<file path="config.mk">
export PLATFORM = sky130hd
export DESIGN_NAME = block_table_heap_allocator_core
export DESIGN_NICKNAME = d
export VERILOG_FILES = /design/src/bth_pkg.sv /design/src/bth_ctrl.sv /design/src/bth_datapath.sv /design/src/block_table_heap_allocator_core.sv
export SDC_FILE = /design/constraint.sdc
export NUM_CORES = 2
export LEC_CHECK = 0
export ABC_AREA = 1
export BUFFER_PORTS_ARGS = -buffer_cell sky130_fd_sc_hd__clkbuf_2
export CORE_MARGIN = 8
export CORE_UTILIZATION = 56
export CTS_CLUSTER_DIAMETER = 40
export DETAILED_ROUTE_END_ITERATION = 16
export PLACE_DENSITY = 0.72
export SETUP_SLACK_MARGIN = 0.05
export SYNTH_ARGS = -nofsm -noshare
export SYNTH_HDL_FRONTEND = slang
export SYNTH_SLANG_ARGS = --single-unit
</file>
<file path="constraint.sdc">
create_clock -name clock -period 111.8 [get_ports clock]
set_clock_uncertainty 0.05 [all_clocks]
set_input_delay 22.36 -clock clock [delete_from_list [all_inputs] [get_ports clock]]
set_output_delay 22.36 -clock clock [all_outputs]
set_load 0.03 [all_outputs]
</file>
<file path="src/bth_pkg.sv">
`default_nettype none

package bth_pkg;

   localparam int MAX_BLOCKS  = 1024;
   localparam int BLOCK_BYTES = 4096;   // power of two

   localparam int ADDR_W      = 32;
   localparam int SPAN_CFG_W  = 11;
   localparam int IDX_W       = $clog2(MAX_BLOCKS);
   localparam int CNT_W       = IDX_W + 1;
   localparam int BLOCK_SHIFT = $clog2(BLOCK_BYTES);
   localparam int BLK_W       = ADDR_W - BLOCK_SHIFT;
   localparam int NEED_W      = BLK_W + 1;

   localparam int REQ_TDATA_W = 2 * ADDR_W;
   localparam int RSP_TDATA_W = ((ADDR_W + 1 + 7) / 8) * 8;
   localparam int CSR_IDX_W   = 1;

   localparam logic [1:0] MARK_FREE  = 2'b00;
   localparam logic [1:0] MARK_TAKEN = 2'b01;
   localparam logic [1:0] MARK_CHAIN = 2'b10;

   localparam logic FUNC_ALLOC   = 1'b0;
   localparam logic FUNC_RELEASE = 1'b1;

   localparam logic [CSR_IDX_W-1:0] REG_HEAP_BASE     = 1'b0;
   localparam logic [CSR_IDX_W-1:0] REG_BLOCKS_IN_USE = 1'b1;

   typedef enum logic [2:0] {
      ST_CLEAR,
      ST_IDLE,
      ST_DECIDE,
      ST_SCAN,
      ST_MARK,
      ST_RELEASE,
      ST_RESPOND
   } bth_state_type;

   typedef struct packed {
      logic capture;
      logic clear_step;
      logic prep;
      logic scan_step;
      logic mark_step;
      logic rel_step;
      logic set_fail;
      logic load_rsp;
   } bth_cmd_type;

   typedef struct packed {
      logic clear_last;
      logic is_release;
      logic alloc_bad;
      logic rel_skip;
      logic scan_hit;
      logic scan_end;
      logic mark_last;
      logic rel_end;
      logic rsp_free;
   } bth_status_type;

endpackage

`default_nettype wire

</file>
<file path="src/bth_ctrl.sv">
`default_nettype none

module bth_ctrl import bth_pkg::*; (
   input  wire logic           clock,
   input  wire logic           reset,
   input  wire logic           req_tvalid,
   output logic                req_tready,
   input  wire bth_status_type sts,
   output bth_cmd_type         cmd
);

   bth_state_type state_ff, state_in;

   always_ff @(posedge clock) begin
      if (reset) begin
         state_ff <= ST_CLEAR;
      end else begin
         state_ff <= state_in;
      end
   end

   always_comb begin
      state_in = state_ff;
      case (state_ff)
         ST_CLEAR: begin
            if (sts.clear_last) state_in = ST_IDLE;
         end
         ST_IDLE: begin
            if (req_tvalid) state_in = ST_DECIDE;
         end
         ST_DECIDE: begin
            if (sts.is_release) begin
               state_in = sts.rel_skip ? ST_RESPOND : ST_RELEASE;
            end else begin
               state_in = sts.alloc_bad ? ST_RESPOND : ST_SCAN;
            end
         end
         ST_SCAN: begin
            if (sts.scan_hit) state_in = ST_MARK;
            else if (sts.scan_end) state_in = ST_RESPOND;
         end
         ST_MARK: begin
            if (sts.mark_last) state_in = ST_RESPOND;
         end
         ST_RELEASE: begin
            if (sts.rel_end) state_in = ST_RESPOND;
         end
         ST_RESPOND: begin
            if (sts.rsp_free) state_in = ST_IDLE;
         end
         default: state_in = ST_CLEAR;
      endcase
   end

   always_comb begin
      cmd        = '0;
      req_tready = 1'b0;
      case (state_ff)
         ST_CLEAR: cmd.clear_step = 1'b1;
         ST_IDLE: begin
            req_tready  = 1'b1;
            cmd.capture = req_tvalid;
         end
         ST_DECIDE: begin
            cmd.prep     = 1'b1;
            cmd.set_fail = !sts.is_release && sts.alloc_bad;
         end
         ST_SCAN: begin
            cmd.scan_step = 1'b1;
            // run not found before the end of the span
            cmd.set_fail  = sts.scan_end && !sts.scan_hit;
         end
         ST_MARK:    cmd.mark_step = 1'b1;
         ST_RELEASE: cmd.rel_step  = 1'b1;
         ST_RESPOND: cmd.load_rsp  = sts.rsp_free;
         default: cmd = '0;
      endcase
   end

endmodule

`default_nettype wire

</file>
<file path="src/bth_datapath.sv">
`default_nettype none

module bth_datapath import bth_pkg::*; (
   input  wire logic                   clock,
   input  wire logic                   reset,
   input  wire bth_cmd_type            cmd,
   output bth_status_type              sts,
   input  wire logic [REQ_TDATA_W-1:0] req_tdata,
   input  wire logic                   req_tuser,
   input  wire logic                   csr_we,
   input  wire logic [CSR_IDX_W-1:0]   csr_index,
   input  wire logic [ADDR_W-1:0]      csr_wdata,
   output logic                        rsp_tvalid,
   input  wire logic                   rsp_tready,
   output logic [RSP_TDATA_W-1:0]      rsp_tdata
);

   logic [1:0] marks_mem [MAX_BLOCKS];

   logic [ADDR_W-1:0]     base_ff;
   logic [SPAN_CFG_W-1:0] span_cfg_ff;

   logic                  func_ff, func_in;
   logic [NEED_W-1:0]     need_ff, need_in;
   logic [BLK_W-1:0]      blk_ff, blk_in;
   logic                  fail_ff, fail_in;
   logic [CNT_W-1:0]      ptr_ff, ptr_in;
   logic [CNT_W-1:0]      run_ff, run_in;
   logic [IDX_W-1:0]      start_ff, start_in;
   logic                  rd_valid_ff, rd_valid_in;
   logic [IDX_W-1:0]      rd_idx_ff, rd_idx_in;
   logic [1:0]            rdata_ff;
   logic                  rsp_valid_ff, rsp_valid_in;
   logic [ADDR_W-1:0]     rsp_addr_ff, rsp_addr_in;
   logic                  rsp_status_ff, rsp_status_in;

   logic [CNT_W-1:0]      span;
   logic                  issue;
   logic                  scan_hit;
   logic                  span_done;
   logic [ADDR_W-1:0]     offset;
   logic                  mem_we;
   logic [IDX_W-1:0]      mem_waddr;
   logic [1:0]            mem_wdata;

   // heap span saturates at the table depth
   always_comb begin
      if (32'(span_cfg_ff) > 32'(MAX_BLOCKS)) span = CNT_W'(MAX_BLOCKS);
      else span = CNT_W'(span_cfg_ff);
   end

   assign issue     = (cmd.scan_step || cmd.rel_step) && (ptr_ff < span);
   assign span_done = (ptr_ff >= span) && !rd_valid_ff;
   assign scan_hit  = cmd.scan_step && rd_valid_ff && (rdata_ff == MARK_FREE) &&
                      (32'(run_ff) + 32'd1 == 32'(need_ff));
   assign offset    = req_tdata[2*ADDR_W-1:ADDR_W] - base_ff;

   always_comb begin
      func_in       = func_ff;
      need_in       = need_ff;
      blk_in        = blk_ff;
      fail_in       = fail_ff;
      ptr_in        = ptr_ff;
      run_in        = run_ff;
      start_in      = start_ff;
      rd_valid_in   = issue;
      rd_idx_in     = ptr_ff[IDX_W-1:0];
      rsp_addr_in   = rsp_addr_ff;
      rsp_status_in = rsp_status_ff;
      rsp_valid_in  = rsp_valid_ff;

      if (cmd.capture) begin
         func_in = req_tuser;
         // round the byte count up to whole blocks
         need_in = NEED_W'(req_tdata[ADDR_W-1:BLOCK_SHIFT]) +
                   NEED_W'(|req_tdata[BLOCK_SHIFT-1:0]);
         blk_in  = offset[ADDR_W-1:BLOCK_SHIFT];
         fail_in = 1'b0;
      end

      if (cmd.prep) begin
         ptr_in = (func_ff == FUNC_RELEASE) ? CNT_W'(blk_ff) : '0;
         run_in = '0;
      end

      if (cmd.clear_step) ptr_in = ptr_ff + CNT_W'(1);

      if (cmd.scan_step) begin
         if (issue) ptr_in = ptr_ff + CNT_W'(1);
         if (rd_valid_ff) begin
            if (rdata_ff != MARK_FREE) begin
               run_in = '0;
            end else begin
               if (run_ff == '0) start_in = rd_idx_ff;
               run_in = run_ff + CNT_W'(1);
            end
         end
         // rewind to the run start and mark it
         if (scan_hit) begin
            ptr_in = (run_ff == '0) ? CNT_W'(rd_idx_ff) : CNT_W'(start_ff);
            run_in = CNT_W'(need_ff);
         end
      end

      if (cmd.mark_step) begin
         ptr_in = ptr_ff + CNT_W'(1);
         run_in = run_ff - CNT_W'(1);
      end

      if (cmd.rel_step && issue) ptr_in = ptr_ff + CNT_W'(1);

      if (cmd.set_fail) fail_in = 1'b1;

      if (cmd.load_rsp) begin
         rsp_valid_in  = 1'b1;
         rsp_status_in = fail_ff;
         if (fail_ff || func_ff == FUNC_RELEASE) rsp_addr_in = '0;
         else rsp_addr_in = base_ff + (ADDR_W'(start_ff) << BLOCK_SHIFT);
      end else if (rsp_tready) begin
         rsp_valid_in = 1'b0;
      end
   end

   always_comb begin
      mem_we    = 1'b0;
      mem_waddr = ptr_ff[IDX_W-1:0];
      mem_wdata = MARK_FREE;
      if (cmd.clear_step) begin
         mem_we = 1'b1;
      end else if (cmd.mark_step) begin
         mem_we    = 1'b1;
         mem_wdata = (run_ff == CNT_W'(1)) ? MARK_TAKEN : (MARK_TAKEN | MARK_CHAIN);
      end else if (cmd.rel_step) begin
         mem_we    = rd_valid_ff;
         mem_waddr = rd_idx_ff;
      end
   end

   always_ff @(posedge clock) begin
      if (mem_we) marks_mem[mem_waddr] <= mem_wdata;
      if (issue) rdata_ff <= marks_mem[ptr_ff[IDX_W-1:0]];
   end

   always_ff @(posedge clock) begin
      if (reset) begin
         base_ff      <= '0;
         span_cfg_ff  <= SPAN_CFG_W'(MAX_BLOCKS);
         ptr_ff       <= '0;
         rd_valid_ff  <= 1'b0;
         rsp_valid_ff <= 1'b0;
      end else begin
         if (csr_we && csr_index == REG_HEAP_BASE) base_ff <= csr_wdata;
         if (csr_we && csr_index == REG_BLOCKS_IN_USE) begin
            span_cfg_ff <= csr_wdata[SPAN_CFG_W-1:0];
         end
         ptr_ff       <= ptr_in;
         rd_valid_ff  <= rd_valid_in;
         rsp_valid_ff <= rsp_valid_in;
      end
   end

   always_ff @(posedge clock) begin
      func_ff       <= func_in;
      need_ff       <= need_in;
      blk_ff        <= blk_in;
      fail_ff       <= fail_in;
      run_ff        <= run_in;
      start_ff      <= start_in;
      rd_idx_ff     <= rd_idx_in;
      rsp_addr_ff   <= rsp_addr_in;
      rsp_status_ff <= rsp_status_in;
   end

   always_comb begin
      sts            = '0;
      sts.clear_last = (ptr_ff == CNT_W'(MAX_BLOCKS - 1));
      sts.is_release = (func_ff == FUNC_RELEASE);
      sts.alloc_bad  = (need_ff == '0) || (32'(need_ff) > 32'(span));
      sts.rel_skip   = (32'(blk_ff) >= 32'(span));
      sts.scan_hit   = scan_hit;
      sts.scan_end   = span_done;
      sts.mark_last  = (run_ff == CNT_W'(1));
      // stop on a block without the chain flag, or at the end of the span
      sts.rel_end    = (rd_valid_ff && ((rdata_ff & MARK_CHAIN) == MARK_FREE)) || span_done;
      sts.rsp_free   = !rsp_valid_ff || rsp_tready;
   end

   assign rsp_tvalid = rsp_valid_ff;
   assign rsp_tdata  = {(RSP_TDATA_W - ADDR_W - 1)'(0), rsp_status_ff, rsp_addr_ff};

endmodule

`default_nettype wire

</file>
<file path="src/block_table_heap_allocator_core.sv">
`default_nettype none
// Channel   Direction  Transfer when          Payload
// req_      in         req_tvalid&req_tready  tdata: request_bytes, release_address
//                                             tuser: func
// rsp_      out        rsp_tvalid&rsp_tready  tdata: granted_address, status
// csr_      in         csr_we                 csr_index selects base or block count
//
// One request at a time. Allocate: a first-fit scan that walks the table through its
// single read port, one entry a cycle, then a pass that marks the run it found.
// Release: a chain walk that frees its blocks; a rejected request skips the table.
// After reset a clearing pass writes all 1024 table entries, one a cycle, with
// req_tready low. A result waiting in the output register does not stop the next
// request from being accepted; only its own result waits on rsp_tready.

module block_table_heap_allocator_core import bth_pkg::*; (
   input  wire logic                   clock,
   input  wire logic                   reset,
   input  wire logic                   req_tvalid,
   output logic                        req_tready,
   input  wire logic [REQ_TDATA_W-1:0] req_tdata,   // request_bytes, release_address
   input  wire logic                   req_tuser,   // func
   output logic                        rsp_tvalid,
   input  wire logic                   rsp_tready,
   output logic [RSP_TDATA_W-1:0]      rsp_tdata,   // granted_address, status, zero pad
   input  wire logic                   csr_we,
   input  wire logic [CSR_IDX_W-1:0]   csr_index,
   input  wire logic [ADDR_W-1:0]      csr_wdata
);

   bth_cmd_type    cmd;
   bth_status_type sts;

   bth_ctrl u_ctrl (
      .clock      (clock),
      .reset      (reset),
      .req_tvalid (req_tvalid),
      .req_tready (req_tready),
      .sts        (sts),
      .cmd        (cmd)
   );

   bth_datapath u_datapath (
      .clock      (clock),
      .reset      (reset),
      .cmd        (cmd),
      .sts        (sts),
      .req_tdata  (req_tdata),
      .req_tuser  (req_tuser),
      .csr_we     (csr_we),
      .csr_index  (csr_index),
      .csr_wdata  (csr_wdata),
      .rsp_tvalid (rsp_tvalid),
      .rsp_tready (rsp_tready),
      .rsp_tdata  (rsp_tdata)
   );

endmodule

`default_nettype wire

</file>
==> out/qor.txt <==
status = finished, final reports clean
CTS tree = built
Synth Register Bits = 2,216
num ports = 145
clock sinks = 2,216
Fill cells = 13,400
post-synthesis mux area share = 0.000334
RSZ-0062 raised after global routing = no
die width = 433 um
post-layout min period = 24.43 ns
main combinational cell family by area after synthesis = simple AND/OR/NAND/NOR gates
DR vias = 71,300
Internal Power = 1.48 mW
synth-to-layout area growth = 11.6%
Lkg Pwr = 32.5 nW
ANT nets after route = 0
Max IR drop VDD = 0.0188 mV
Critical Path Most Common Cell = inv_1
final core occ = 0.627
post_cts resized = 0
FMAX = 40.9 MHz
CP delay by family, top = buffers and inverters
CP bufs+invs = 3
IO buf count = 137
drt first pass iters = 8
Synth Cell Area = 97,500 um2
via/cell ratio = 6.12
dpl hpwl = 146,000 um
Overflow after GRT = 0
Post-Syn Instances = 9,216
Initial Utilization = 0.562
combinational share of power = 0.057
max cap viols = 0
CTS H-Tree Depth = 5
GPL Wtd Cong = 0.914
register area share after synthesis = 0.674
hold violation total from the final report = 0
critical path's slowest cell = dfxtp_1
cts bufs inserted = 293
final setup fails = 0
CP endpoint kind = primary output
DRC errors left = 0
arrival time worst endpoint = 2.02 ns
synth warn = 0
initial DRC count = 9,648
nets@finish = 9,287
CP Class = flip-flop to primary output
Synth Flop Type = edfxtp_1
Sw Share = 0.229
DIE AREA = 188,000 um2
Worst Setup Start Kind = flip-flop
Seq pwr share = 0.471
P_sw = 438 uW
Clock Power Share = 0.472
core area = 173,000 um2
largest net degree at the start of global routing = 248
Worst slew margin = 0.111
cell row count = 153
R2R Setup Slk = 105.55 ns
Die H = 433 um
Post-CTS Setup Bufs = 0
PwrDens = 17.6 nW/um2
final wirelength = 279,000 um
clk_lat worst skew = 0.91 ns
pre-CTS setup slack = 86.71 ns
Max Transition Viols Final = 0
Synth Area in Adders = 0.0103
crit-path cells = inv_1 -> nor2_1 -> nand2_1 -> inv_1 -> clkbuf_2
clock buffer depth = 4
Fin Setup TNS = 0 ns
cts hold-fix bufs = 0
min setup slack post-route = 87.37 ns
period utilisation layout = 0.218
vias in the first global route = 68,900
Unique masters post-synth = 52
crit-path max FO = 5
Root Driver = clkbuf_16
Reg clk slew, reported paths = 0.05 ns
first-pass GRT wire length = 416,000 um
number of enable flip-flop cells after synthesis = 2,135
Post-Syn Area per Cell = 10.6 um2
initial antenna violation count = 3
total track usage = 0.290
Synth Area in Compound Gates = 0.105
slowest stage delay, CP = 0.40 ns
WL/cell = 24.0 um
XOR/XNOR Fraction of Synth Area = 0.00440
Slew @ Worst Pin = 1.33 ns
Synth Area in Simple Gates = 0.164
layout cells sized above 1 = 0.0870
Critical Path RT = 89.39 ns
Synth async-reset ratio = 0
Hold WC Path Type = flip-flop to flip-flop
[layer usage]
| layer | vias up | global-route usage | part of all wire |
|---|---|---|---|
| li1 | 31900 | - | - |
| met1 | 34500 | 0.375 | 0.37 |
| met2 | 4175 | 0.471 | 0.47 |
| met3 | 757 | 0.0620 | 0.11 |
| met4 | 2 | 0.139 | 0.052 |
| met5 | - | 0 | 0.000043 |
[worst reg2reg max path, stage by stage (launching register included)]
cell and delay [ns]:
dfxtp_4 0.89, buf_12 0.73, buf_4 0.85, buf_12 0.59
buf_4 0.99, o21ai_0 0.26, o211ai_1 0.25, nand3_1 0.13
nand2_1 0.14, nand3_1 0.28, nand3_1 0.20, nand3_1 0.22
nand3_1 0.21, nand3_1 0.11, nand2_1 0.19
[Yosys cell counts (6+ instances only)]
cell	instances	share of area
o221ai_1	9	0.00081
clkbuf_1	343	0.013
clkinv_1	9	0.00035
buf_2	197	0.010
nor3_1	37	0.0019
nand4_1	28	0.0018
nor2_1	2723	0.10
o211ai_1	244	0.019
nor2_2	13	0.00083
a21oi_1	251	0.013
buf_6	14	0.0016
buf_1	77	0.0030
o21ai_2	6	0.00054
nand3_1	364	0.019
o21ai_0	1181	0.061
xnor2_1	14	0.0013
a21boi_0	7	0.00054
inv_2	26	0.0010
nand2_1	844	0.033
o22ai_1	101	0.0065
a31oi_1	16	0.0010
nor2_4	7	0.00081
inv_1	261	0.010
nor4_1	9	0.00058
ha_1	79	0.010
dfxtp_1	81	0.017
o21ai_1	18	0.00092
or2_2	10	0.00064
edfxtp_1	2135	0.66
xor2_1	35	0.0031
buf_4	35	0.0027
[cells by family after synthesis]
logic type | count (synthesis)
flip-flops | 2216
multiplexers | 3
AO/OA/AOI/OAI | 1855
XOR/XNOR | 49
buffers and inverters | 963
AND/OR/NAND/NOR | 4049
other | 1
adder cells (fa/ha/maj) | 80
[worst paths after layout]
check,start,end,cells after the start
max,u_ctrl.state_ff[0],req_tready,5
min,u_datapath.ptr_ff[7],u_datapath.rd_idx_ff[7],0
max reg2reg,u_datapath.ptr_ff[1],u_datapath.rdata_ff[0],14
min reg2reg,u_datapath.ptr_ff[7],u_datapath.rd_idx_ff[7],0
[power groups by stage]
stage	Sequential [mW]	Clock [mW]	Combinational [mW]
after floorplan	0.916	0	0.0761
final	0.901	0.904	0.109
after CTS	0.901	0.911	0.108
after global routing	0.901	0.943	0.120
after detailed placement	0.918	0	0.107
after global placement	0.918	0	0.105
[layout by cell type (no fill, tap or decap), types with 28 or more instances in the layout]
cell	count
o21ai_0	1181
a21oi_1	251
clkinv_2	28
clkbuf_16	304
o211ai_1	244
inv_1	259
o22ai_1	101
dfxtp_1	77
inv_6	33
nor3_1	37
clkbuf_2	137
clkinv_1	41
xor2_1	35
nor2_1	2718
buf_4	108
nand2_1	825
clkbuf_1	36
nand4_1	28
ha_1	79
nand3_1	350
edfxtp_1	2135
[cell type report]
class	count	area (um2)	share of cell area
diodes	1	2.50	0.0000230
clock buffers	341	7760	0.0713
clock inverters	168	1610	0.0148
inverters	296	1140	0.0105
multi-input cells	6043	27900	0.257
flip-flops and latches	2216	65700	0.604
well taps	2325	2910	0.0267
repair buffers	254	1680	0.0154
[state kept, by name, summed over array words and instances (netlist names), 2 cells and up]
signal / cells
u_datapath.ptr_ff: 11
u_datapath.base_ff: 32
u_ctrl.state_ff: 3
u_datapath.blk_ff: 20
u_datapath.rsp_addr_ff: 32
u_datapath.span_cfg_ff: 11
u_datapath.start_ff: 10
u_datapath.run_ff: 11
u_datapath.need_ff: 21
u_datapath.marks_mem: 2048
u_datapath.rdata_ff: 2
u_datapath.rd_idx_ff: 10
[through the flow]
step	cells	instance area (um2)	hold slack, ns	total power [mW]
global route	11600	109000	0.411	1.96
CTS	11600	109000	0.401	1.92
floorplan	9222	97500	0.302	0.992
detailed placement	11100	99400	0.395	1.02
finish	11600	109000	0.416	1.91
global placement	11100	99400	0.382	1.02
No activity file was read; power rests on OpenSTA's default activity.
